===== src/rtl/core/xcfv_pkg.sv =====
// shared types and constants for the xor checked frame validator
package xcfv_pkg;

   localparam int BUFFER_BYTES_DEF = 256;

   localparam logic [7:0] SIGNATURE_RESET   = 8'hAC;
   localparam logic [7:0] CMD_LOWEST_RESET  = 8'hB1;
   localparam logic [7:0] CMD_HIGHEST_RESET = 8'hD8;

   localparam int MIN_FRAME_BYTES = 4;
   localparam int HEADER_BYTES    = 3;

   localparam int CSR_ADDR_W = 4;
   localparam int CSR_DATA_W = 32;
   localparam int RSP_DATA_W = 96;

   typedef enum logic [1:0] {
      REG_SIGNATURE   = 2'd0,
      REG_CMD_LOWEST  = 2'd1,
      REG_CMD_HIGHEST = 2'd2
   } reg_index_type;

   typedef enum logic [2:0] {
      ST_KNOWN   = 3'd0,
      ST_UNKNOWN = 3'd1,
      ST_SHORT   = 3'd2,
      ST_BADSIG  = 3'd3,
      ST_TRUNC   = 3'd4,
      ST_CHKFAIL = 3'd5
   } status_type;

   typedef struct packed {
      logic [7:0] signature;
      logic [7:0] cmd_lowest;
      logic [7:0] cmd_highest;
   } cfg_type;

   typedef struct packed {
      logic        valid;
      status_type  status;
      logic [7:0]  command_code;
      logic [7:0]  payload_length;
      logic [31:0] frames_accepted;
      logic [31:0] checksum_failures;
      logic [7:0]  latest_command;
   } result_type;

endpackage


===== src/rtl/core/xor_checked_frame_validator.sv =====
// top level: signature, length and xor checked frame validator
// a byte is registered on its req transfer and processed from the input register,
// where the last byte of a write loads the result register that drives rsp: the
// status passes through the input register and then the result register
// throughput one byte per cycle; only a held, untaken result stalls a last byte
// synchronous active-high reset clears frame state, counters and valid flags
// and loads the register defaults
module xor_checked_frame_validator #(
   parameter int BUFFER_BYTES = xcfv_pkg::BUFFER_BYTES_DEF
) (
   input  logic                              clock,
   input  logic                              reset,
   // byte stream in
   input  logic                              req_tvalid,
   output logic                              req_tready,
   input  logic [7:0]                        req_tdata,   // data_byte
   input  logic                              req_tlast,   // last_of_write
   // status stream out
   output logic                              rsp_tvalid,
   input  logic                              rsp_tready,
   // status[2:0], command_code[10:3], payload_length[18:11],
   // frames_accepted[50:19], checksum_failures[82:51], latest_command[90:83]
   output logic [xcfv_pkg::RSP_DATA_W-1:0]   rsp_tdata,
   // configuration
   input  logic                              csr_psel,
   input  logic                              csr_penable,
   input  logic                              csr_pwrite,
   input  logic [xcfv_pkg::CSR_ADDR_W-1:0]   csr_paddr,
   input  logic [xcfv_pkg::CSR_DATA_W-1:0]   csr_pwdata,
   output logic [xcfv_pkg::CSR_DATA_W-1:0]   csr_prdata,
   output logic                              csr_pready
);

   xcfv_pkg::cfg_type    cfg;
   xcfv_pkg::result_type result;

   // input register
   logic       in_valid_ff, in_valid_in;
   logic [7:0] in_data_ff;
   logic       in_last_ff;

   // result register
   logic                            out_valid_ff, out_valid_in;
   logic [xcfv_pkg::RSP_DATA_W-1:0] out_data_ff;

   logic out_free;
   logic stage_fire;
   logic req_xfer;

   xcfv_csr u_csr (
      .clock       (clock),
      .reset       (reset),
      .csr_psel    (csr_psel),
      .csr_penable (csr_penable),
      .csr_pwrite  (csr_pwrite),
      .csr_paddr   (csr_paddr),
      .csr_pwdata  (csr_pwdata),
      .csr_prdata  (csr_prdata),
      .csr_pready  (csr_pready),
      .cfg         (cfg)
   );

   // result slot is free when empty or being taken this cycle
   assign out_free   = !out_valid_ff || rsp_tready;
   // a non-last byte never waits on the result side
   assign stage_fire = in_valid_ff && (!in_last_ff || out_free);
   assign req_tready = !in_valid_ff || stage_fire;
   assign req_xfer   = req_tvalid && req_tready;

   xcfv_parse #(
      .BUFFER_BYTES (BUFFER_BYTES)
   ) u_parse (
      .clock     (clock),
      .reset     (reset),
      .byte_fire (stage_fire),
      .byte_data (in_data_ff),
      .byte_last (in_last_ff),
      .cfg       (cfg),
      .result    (result)
   );

   assign in_valid_in  = req_xfer || (in_valid_ff && !stage_fire);
   assign out_valid_in = result.valid || (out_valid_ff && !rsp_tready);

   always_ff @(posedge clock) begin
      if (reset) begin
         in_valid_ff  <= 1'b0;
         out_valid_ff <= 1'b0;
      end else begin
         in_valid_ff  <= in_valid_in;
         out_valid_ff <= out_valid_in;
      end
   end

   // payload registers
   always_ff @(posedge clock) begin
      if (req_xfer) begin
         in_data_ff <= req_tdata;
         in_last_ff <= req_tlast;
      end
      if (result.valid) begin
         out_data_ff <= {5'd0,
                         result.latest_command,
                         result.checksum_failures,
                         result.frames_accepted,
                         result.payload_length,
                         result.command_code,
                         result.status};
      end
   end

   assign rsp_tvalid = out_valid_ff;
   assign rsp_tdata  = out_data_ff;

   // a held result must never be overwritten by a new frame end
   assert property (@(posedge clock) disable iff (reset)
      (out_valid_ff && !rsp_tready) |-> !result.valid)
      else $error("result register overwritten while held");

   // a last byte waits while the result slot is busy
   assert property (@(posedge clock) disable iff (reset)
      (in_valid_ff && in_last_ff && out_valid_ff && !rsp_tready) |-> !stage_fire)
      else $error("last byte processed into a busy result slot");

   // a loaded result is presented on the next cycle
   assert property (@(posedge clock) disable iff (reset)
      result.valid |=> rsp_tvalid)
      else $error("loaded result not presented");

   // status codes above checksum mismatch are never produced
   assert property (@(posedge clock) disable iff (reset)
      rsp_tvalid |-> (rsp_tdata[2:0] <= 3'd5))
      else $error("status code out of range");

endmodule


===== src/rtl/core/xcfv_csr.sv =====
// configuration registers behind the apb-style port
module xcfv_csr (
   input  logic                                clock,
   input  logic                                reset,
   input  logic                                csr_psel,
   input  logic                                csr_penable,
   input  logic                                csr_pwrite,
   input  logic [xcfv_pkg::CSR_ADDR_W-1:0]     csr_paddr,
   input  logic [xcfv_pkg::CSR_DATA_W-1:0]     csr_pwdata,
   output logic [xcfv_pkg::CSR_DATA_W-1:0]     csr_prdata,
   output logic                                csr_pready,
   output xcfv_pkg::cfg_type                   cfg
);

   xcfv_pkg::cfg_type cfg_ff;
   xcfv_pkg::cfg_type cfg_in;
   logic              wr_en;
   logic [1:0]        reg_sel;

   assign csr_pready = 1'b1;
   assign wr_en      = csr_psel && csr_penable && csr_pwrite && csr_pready;
   assign reg_sel    = csr_paddr[3:2];

   always_comb begin
      cfg_in = cfg_ff;
      if (wr_en) begin
         case (reg_sel)
            xcfv_pkg::REG_SIGNATURE:   cfg_in.signature   = csr_pwdata[7:0];
            xcfv_pkg::REG_CMD_LOWEST:  cfg_in.cmd_lowest  = csr_pwdata[7:0];
            xcfv_pkg::REG_CMD_HIGHEST: cfg_in.cmd_highest = csr_pwdata[7:0];
            default:                   cfg_in = cfg_ff;
         endcase
      end
   end

   always_ff @(posedge clock) begin
      if (reset) begin
         cfg_ff.signature   <= xcfv_pkg::SIGNATURE_RESET;
         cfg_ff.cmd_lowest  <= xcfv_pkg::CMD_LOWEST_RESET;
         cfg_ff.cmd_highest <= xcfv_pkg::CMD_HIGHEST_RESET;
      end else begin
         cfg_ff <= cfg_in;
      end
   end

   always_comb begin
      case (reg_sel)
         xcfv_pkg::REG_SIGNATURE:   csr_prdata = {24'd0, cfg_ff.signature};
         xcfv_pkg::REG_CMD_LOWEST:  csr_prdata = {24'd0, cfg_ff.cmd_lowest};
         xcfv_pkg::REG_CMD_HIGHEST: csr_prdata = {24'd0, cfg_ff.cmd_highest};
         default:                   csr_prdata = '0;
      endcase
   end

   assign cfg = cfg_ff;

endmodule


===== src/rtl/core/xcfv_parse.sv =====
// per-byte frame tracking, status decision and frame counters
module xcfv_parse #(
   parameter int BUFFER_BYTES = xcfv_pkg::BUFFER_BYTES_DEF
) (
   input  logic                 clock,
   input  logic                 reset,
   input  logic                 byte_fire,
   input  logic [7:0]           byte_data,
   input  logic                 byte_last,
   input  xcfv_pkg::cfg_type    cfg,
   output xcfv_pkg::result_type result
);

   localparam int POS_W = $clog2(BUFFER_BYTES + 1);
   localparam int CMP_W = ((POS_W > 8) ? POS_W : 8) + 1;

   logic [POS_W-1:0] pos_ff, pos_in, pos_nx;
   logic [7:0]       xor_ff, xor_in, xor_nx;
   logic [7:0]       first_ff, first_in, first_nx;
   logic [7:0]       cmd_ff, cmd_in, cmd_nx;
   logic [7:0]       len_ff, len_in, len_nx;
   logic             seen_ff, seen_in, seen_nx;
   logic             match_ff, match_in, match_nx;
   logic [31:0]      acc_ff, acc_in;
   logic [31:0]      fail_ff, fail_in;
   logic [7:0]       recent_ff, recent_in;
   logic [CMP_W-1:0] pos_ext, check_pos;
   xcfv_pkg::status_type status;

   assign pos_ext   = CMP_W'(pos_ff);
   assign check_pos = CMP_W'(xcfv_pkg::HEADER_BYTES) + CMP_W'(len_ff);

   // frame state after taking this byte
   always_comb begin
      pos_nx   = pos_ff;
      xor_nx   = xor_ff;
      first_nx = first_ff;
      cmd_nx   = cmd_ff;
      len_nx   = len_ff;
      seen_nx  = seen_ff;
      match_nx = match_ff;
      if (pos_ff < POS_W'(BUFFER_BYTES)) begin
         pos_nx = pos_ff + POS_W'(1);
         if (pos_ff == POS_W'(0)) begin
            first_nx = byte_data;
         end else if (pos_ff == POS_W'(1)) begin
            cmd_nx = byte_data;
            xor_nx = xor_ff ^ byte_data;
         end else if (pos_ff == POS_W'(2)) begin
            len_nx = byte_data;
            xor_nx = xor_ff ^ byte_data;
         end else if (pos_ext < check_pos) begin
            xor_nx = xor_ff ^ byte_data;
         end else if (pos_ext == check_pos) begin
            seen_nx  = 1'b1;
            match_nx = (byte_data == xor_ff);
         end
      end
   end

   // status of a frame ending on this byte
   always_comb begin
      acc_in    = acc_ff;
      fail_in   = fail_ff;
      recent_in = recent_ff;
      if (pos_nx < POS_W'(xcfv_pkg::MIN_FRAME_BYTES)) begin
         status = xcfv_pkg::ST_SHORT;
      end else if (first_nx != cfg.signature) begin
         status = xcfv_pkg::ST_BADSIG;
      end else if (!seen_nx) begin
         status = xcfv_pkg::ST_TRUNC;
      end else if (!match_nx) begin
         status  = xcfv_pkg::ST_CHKFAIL;
         fail_in = fail_ff + 32'd1;
      end else begin
         acc_in    = acc_ff + 32'd1;
         recent_in = cmd_nx;
         if (cmd_nx >= cfg.cmd_lowest && cmd_nx <= cfg.cmd_highest) begin
            status = xcfv_pkg::ST_KNOWN;
         end else begin
            status = xcfv_pkg::ST_UNKNOWN;
         end
      end
   end

   // write state is cleared once the last byte is taken
   always_comb begin
      pos_in   = pos_nx;
      xor_in   = xor_nx;
      first_in = first_nx;
      cmd_in   = cmd_nx;
      len_in   = len_nx;
      seen_in  = seen_nx;
      match_in = match_nx;
      if (byte_last) begin
         pos_in   = '0;
         xor_in   = '0;
         first_in = '0;
         cmd_in   = '0;
         len_in   = '0;
         seen_in  = 1'b0;
         match_in = 1'b0;
      end
   end

   always_ff @(posedge clock) begin
      if (reset) begin
         pos_ff    <= '0;
         xor_ff    <= '0;
         first_ff  <= '0;
         cmd_ff    <= '0;
         len_ff    <= '0;
         seen_ff   <= 1'b0;
         match_ff  <= 1'b0;
         acc_ff    <= '0;
         fail_ff   <= '0;
         recent_ff <= '0;
      end else if (byte_fire) begin
         pos_ff   <= pos_in;
         xor_ff   <= xor_in;
         first_ff <= first_in;
         cmd_ff   <= cmd_in;
         len_ff   <= len_in;
         seen_ff  <= seen_in;
         match_ff <= match_in;
         if (byte_last) begin
            acc_ff    <= acc_in;
            fail_ff   <= fail_in;
            recent_ff <= recent_in;
         end
      end
   end

   assign result.valid             = byte_fire && byte_last;
   assign result.status            = status;
   assign result.command_code      = cmd_nx;
   assign result.payload_length    = len_nx;
   assign result.frames_accepted   = acc_in;
   assign result.checksum_failures = fail_in;
   assign result.latest_command    = recent_in;

endmodule

===== config.mk =====
export PLATFORM = sky130hd
export DESIGN_NAME = xor_checked_frame_validator
export DESIGN_NICKNAME = d
export VERILOG_FILES = /design/src/rtl/core/xcfv_pkg.sv /design/src/rtl/core/xor_checked_frame_validator.sv /design/src/rtl/core/xcfv_csr.sv /design/src/rtl/core/xcfv_parse.sv
export SDC_FILE = /design/constraint.sdc
export NUM_CORES = 1
export LEC_CHECK = 0
export ABC_AREA = 1
export BUFFER_PORTS_ARGS = -buffer_cell sky130_fd_sc_hd__buf_4
export CAP_MARGIN = 40
export CORE_MARGIN = 5
export CORE_UTILIZATION = 44
export CTS_BUF_LIST = sky130_fd_sc_hd__clkbuf_8
export DETAILED_ROUTE_END_ITERATION = 10
export PLACE_DENSITY = 0.67
export SLEW_MARGIN = 20
export SYNTH_ARGS = -nofsm -noshare
export SYNTH_HDL_FRONTEND = slang
export SYNTH_SLANG_ARGS = --single-unit

===== constraint.sdc =====
create_clock -name clock -period 3.2 [get_ports clock]
set_input_delay 0.32 -clock clock [delete_from_list [all_inputs] [get_ports clock]]
set_output_delay 0.32 -clock clock [all_outputs]
set_load 0.01 [all_outputs]

==> metrics.md <==
| Metric | Value |
|---|---|
| #FFs+latches synth | 241 |
| Initial antenna violation count | 0 |
| P_sw | 1.526 mW |
| Drt pass-1 iters | 5 |
| Sequential element share of the synthesized area | 46.86% |
| CP peak stage delay | 0.32 ns |
| Htree depth | 2 |
| Ys async rst share | 0% |
| Clk pin slew, worst setup/hold paths | 0.06 ns |
| Max_cap viols | 0 |
| Vias | 11000 |
| Die H | 178.1 um |
| Most frequent cells in the layout | nand2_1, inv_1, buf_4, nand3_1, dfxtp_1 |
| GRT Residual Overflow | 0 |
| Critical path endpoint category | flop |
| Worst-case reg-to-reg path depth | 21 |
| Placed Cells incl. Taps | 2133 |
| Routed Antenna Nets | 0 |
| Post-synth EDFFs | 100 |
| Synthesis-to-finish area growth | 24.95% |
| TritonCTS Buffers | 43 |
| Die span in x | 178.1 um |
| Fin util | 55.76% |
| Flop-to-flop setup slack | 0.02 ns |
| Worst EP required | 3.49 ns |
| Leakage | 7.181 nW |
| Hold_sp | csr_pwdata[5] |
| Cell Pwr Density | 418.4 nW/um^2 |
| Commonest non-fill, non-tap cell in the layout | nand2_1 |
| Post-synth cell types | 45 |
| Syn Inst Count | 1601 |
| Synth top area share | 24.15% |
| Comb pwr share | 5.9% |
| Slowest-stage cell, CP | dfxtp_2 |
| Synthesized area | 12430 um^2 |
| Min Clock Period, post-route | 3.178 ns |
| Root Buffer | clkbuf_8 |
| Seq pwr share | 50.1% |
| Pin count of the biggest net entering global routing | 73 |
| # port buffers | 126 |
| Post-route clock skew | 0.02403 ns |
| Power Internal | 4.973 mW |
| DRC Markers | 0 |
| Leading post-synthesis cells by cell area | edfxtp_1, dfxtp_1, nand2_1, nand3_1, inv_1 |
| Hpwl dp | 21540 um |
| RSZ-0062 raised after global routing | true |
| Synthesis Warnings | 0 |
| R2R Path End | rsp_tdata[78] |
| CTS tree | yes |
| Status | finished, final reports clean |
| Starting Density | 44.63% |
| Slew @ Worst Pin | 0.6426 ns |
| Share of cells above drive strength 1 | 22.13% |
| Clock latency on the worst-skew pair | 0.55 ns |
| Hold Path Depth | 3 |
| Die area | 31720 um^2 |
| Sw Share | 23.48% |
| Synthesized area per cell | 7.765 um^2 |
| Iter 0 DRT Violations | 681 |
| Reg-to-Reg Start | u_parse.len_ff[0] |
| Fin nets | 1913 |
| Dominant cell type by area after synthesis | edfxtp_1 |
| Core area | 27860 um^2 |
| Worst hold endpoint | u_csr.cfg[13] |
| Worst relative slew slack | 57.10% |
| Final Wtd Congestion | 0.8828 |
| Sum Neg Setup Slack | 0 ns |
| Non-filler cells, final | 2240 |
| Avg WL per Cell | 13.84 um |
| Post-synth top flop | dfxtp_1 |
| Final period util | 99.30% |
| Clk sink count | 241 |
| Maximum clock frequency | 314.7 MHz |
| Vias in the first global route | 10290 |
| Gr usage total | 18.91% |
| Global-route wire length before repair | 49460 um |
| Post-Route WL | 31010 um |
| Setup-failing EPs final | 0 |
| Clock Power Share | 44.0% |
| Worst Path Max Fanout | 8 |
| I/O pin total | 183 |
| Row cnt | 61 |
| WP data arrival | 3.47 ns |
| Fin. Hold Viols | 0 |
| Kind of critical path | flop to flop |
| Startpoint types | flop |
| Final Max Tran Viols | 0 |
| Inserted Diodes | 0 |
| Hold crit path type | input pin to flop |
| Clock buffer depth | 3 |
| Max VDD drop | 0.4205 mV |
| Drt via density | 4.909 |
| CP cell instances | inv_1 > ha_4 > inv_2 > nand3_2 > nand3b_1 > buf_4 > xor2_1 > ha_1 > inv_2 > nor2_4 > nand4_1 > nor2_2 > nand3_2 > nand2_4 > buf_6 > nand3_2 > nor2_1 > buf_4 > nand4_1 > nand2_1 > inv_2 |
cell type report:
class                   instances  area [um^2]
clock buffers                  51        701.9
clock inverters                27        160.2
fillers                      2610        12320
inverters                     205        779.5
multi-input cells            1108         5715
flip-flops and latches        241         5831
well taps                     378        473.0
repair buffers                230         1873
per-stage QoR:
stage               instance area [um^2]  hold WS (ns)  setup WS, ns  total power, mW
floorplan                          12540        0.4189       0.09831            3.556
global placement                   14070        0.4356      -0.06979            3.678
detailed placement                 14070        0.4416       -0.1382            3.683
CTS                                15050      0.005739      0.004824            6.557
global route                       15530       0.01956       -0.2164            6.745
finish                             15530       0.02812       0.02233            6.499
flip-flops by register name, indices dropped and copies added (netlist names):
register and cells:
in_valid_ff 1, u_parse.fail_ff 32, u_parse.recent_ff 8, u_parse.acc_ff 32
u_parse.cmd_ff 8, rsp_tdata 91, u_parse.first_ff 8, u_csr.cfg 24
u_parse.len_ff 8, u_parse.pos_ff 9, u_parse.seen_ff 1, in_data_ff 8
u_parse.match_ff 1, u_parse.xor_ff 8, in_last_ff 1, rsp_tvalid 1
Yosys cell counts (17+ instances only):
cell        n
a21oi_1    62
buf_4      34
clkbuf_1   23
dfxtp_1   141
edfxtp_1  100
ha_1       32
inv_1     198
nand2_1   539
nand2_2    23
nand3_1   167
nand4_1    17
nor2_1     71
nor3_1     24
o21ai_0    37
what timing repair did:
| action | CTS | global route |
|---|---|---|
| gates cloned | 0 | 3 |
| hold endpoints to repair | 9 | 0 |
| resized for setup | 6 | 93 |
| hold buffers | 9 | 0 |
| endpoints found under the setup margin | 33 | 145 |
| pin swaps | 1 | 26 |
| setup buffers | 0 | 17 |
logic make-up after synthesis:
logic type                 share of synthesized area, %
and+or+nand+nor                                   31.52
buffers and inverters                             10.59
DFF                                               46.86
AOI/OAI and AO/OA                                 6.260
adders and majority gates                         3.221
xor gates and xnor gates                          1.127
muxes                                            0.3623
other                                           0.06041
worst max path at each step:
stage	from	endpoint	slack, ns	cells past startpoint
CTS	u_parse.pos_ff[1]	rsp_tdata[0]	0.005	23
detailed placement	u_parse.len_ff[0]	rsp_tdata[59]	-0.14	18
finish	u_parse.len_ff[0]	rsp_tdata[78]	0.02	21
floorplan	u_parse.len_ff[0]	rsp_tdata[72]	0.1	18
global placement	u_parse.len_ff[0]	rsp_tdata[63]	-0.07	18
global route	u_parse.len_ff[1]	rsp_tdata[74]	-0.22	21
critical path: cells and delay by family, from the launching register on:
kind / cells / cell delay [ns]
AND/OR/NAND/NOR: 11 / 1.33
buffers and inverters: 7 / 0.65
adder cells (fa/ha/maj): 2 / 0.46
flip-flops: 1 / 0.32
XOR/XNOR: 1 / 0.14
power by group through the flow:
stage,clock network (mW),logic (mW),registers [mW]
3_5_place_dp,0,0.363,3.32
5_1_grt,3.06,0.427,3.26
4_1_cts,2.93,0.374,3.25
6_report,2.86,0.384,3.26
2_1_floorplan,0,0.236,3.32
3_3_place_gp,0,0.359,3.32
per-layer routing:
layer  up-vias  share of wire [%]  GRT usage (%)
met5         -                  0              0
met4         0                2.0          5.736
met3        51                6.0          3.497
met2       303                 48          32.37
met1      5070                 44          24.37
li1       5572                  -              -
No activity file was read; power rests on OpenSTA's default activity.
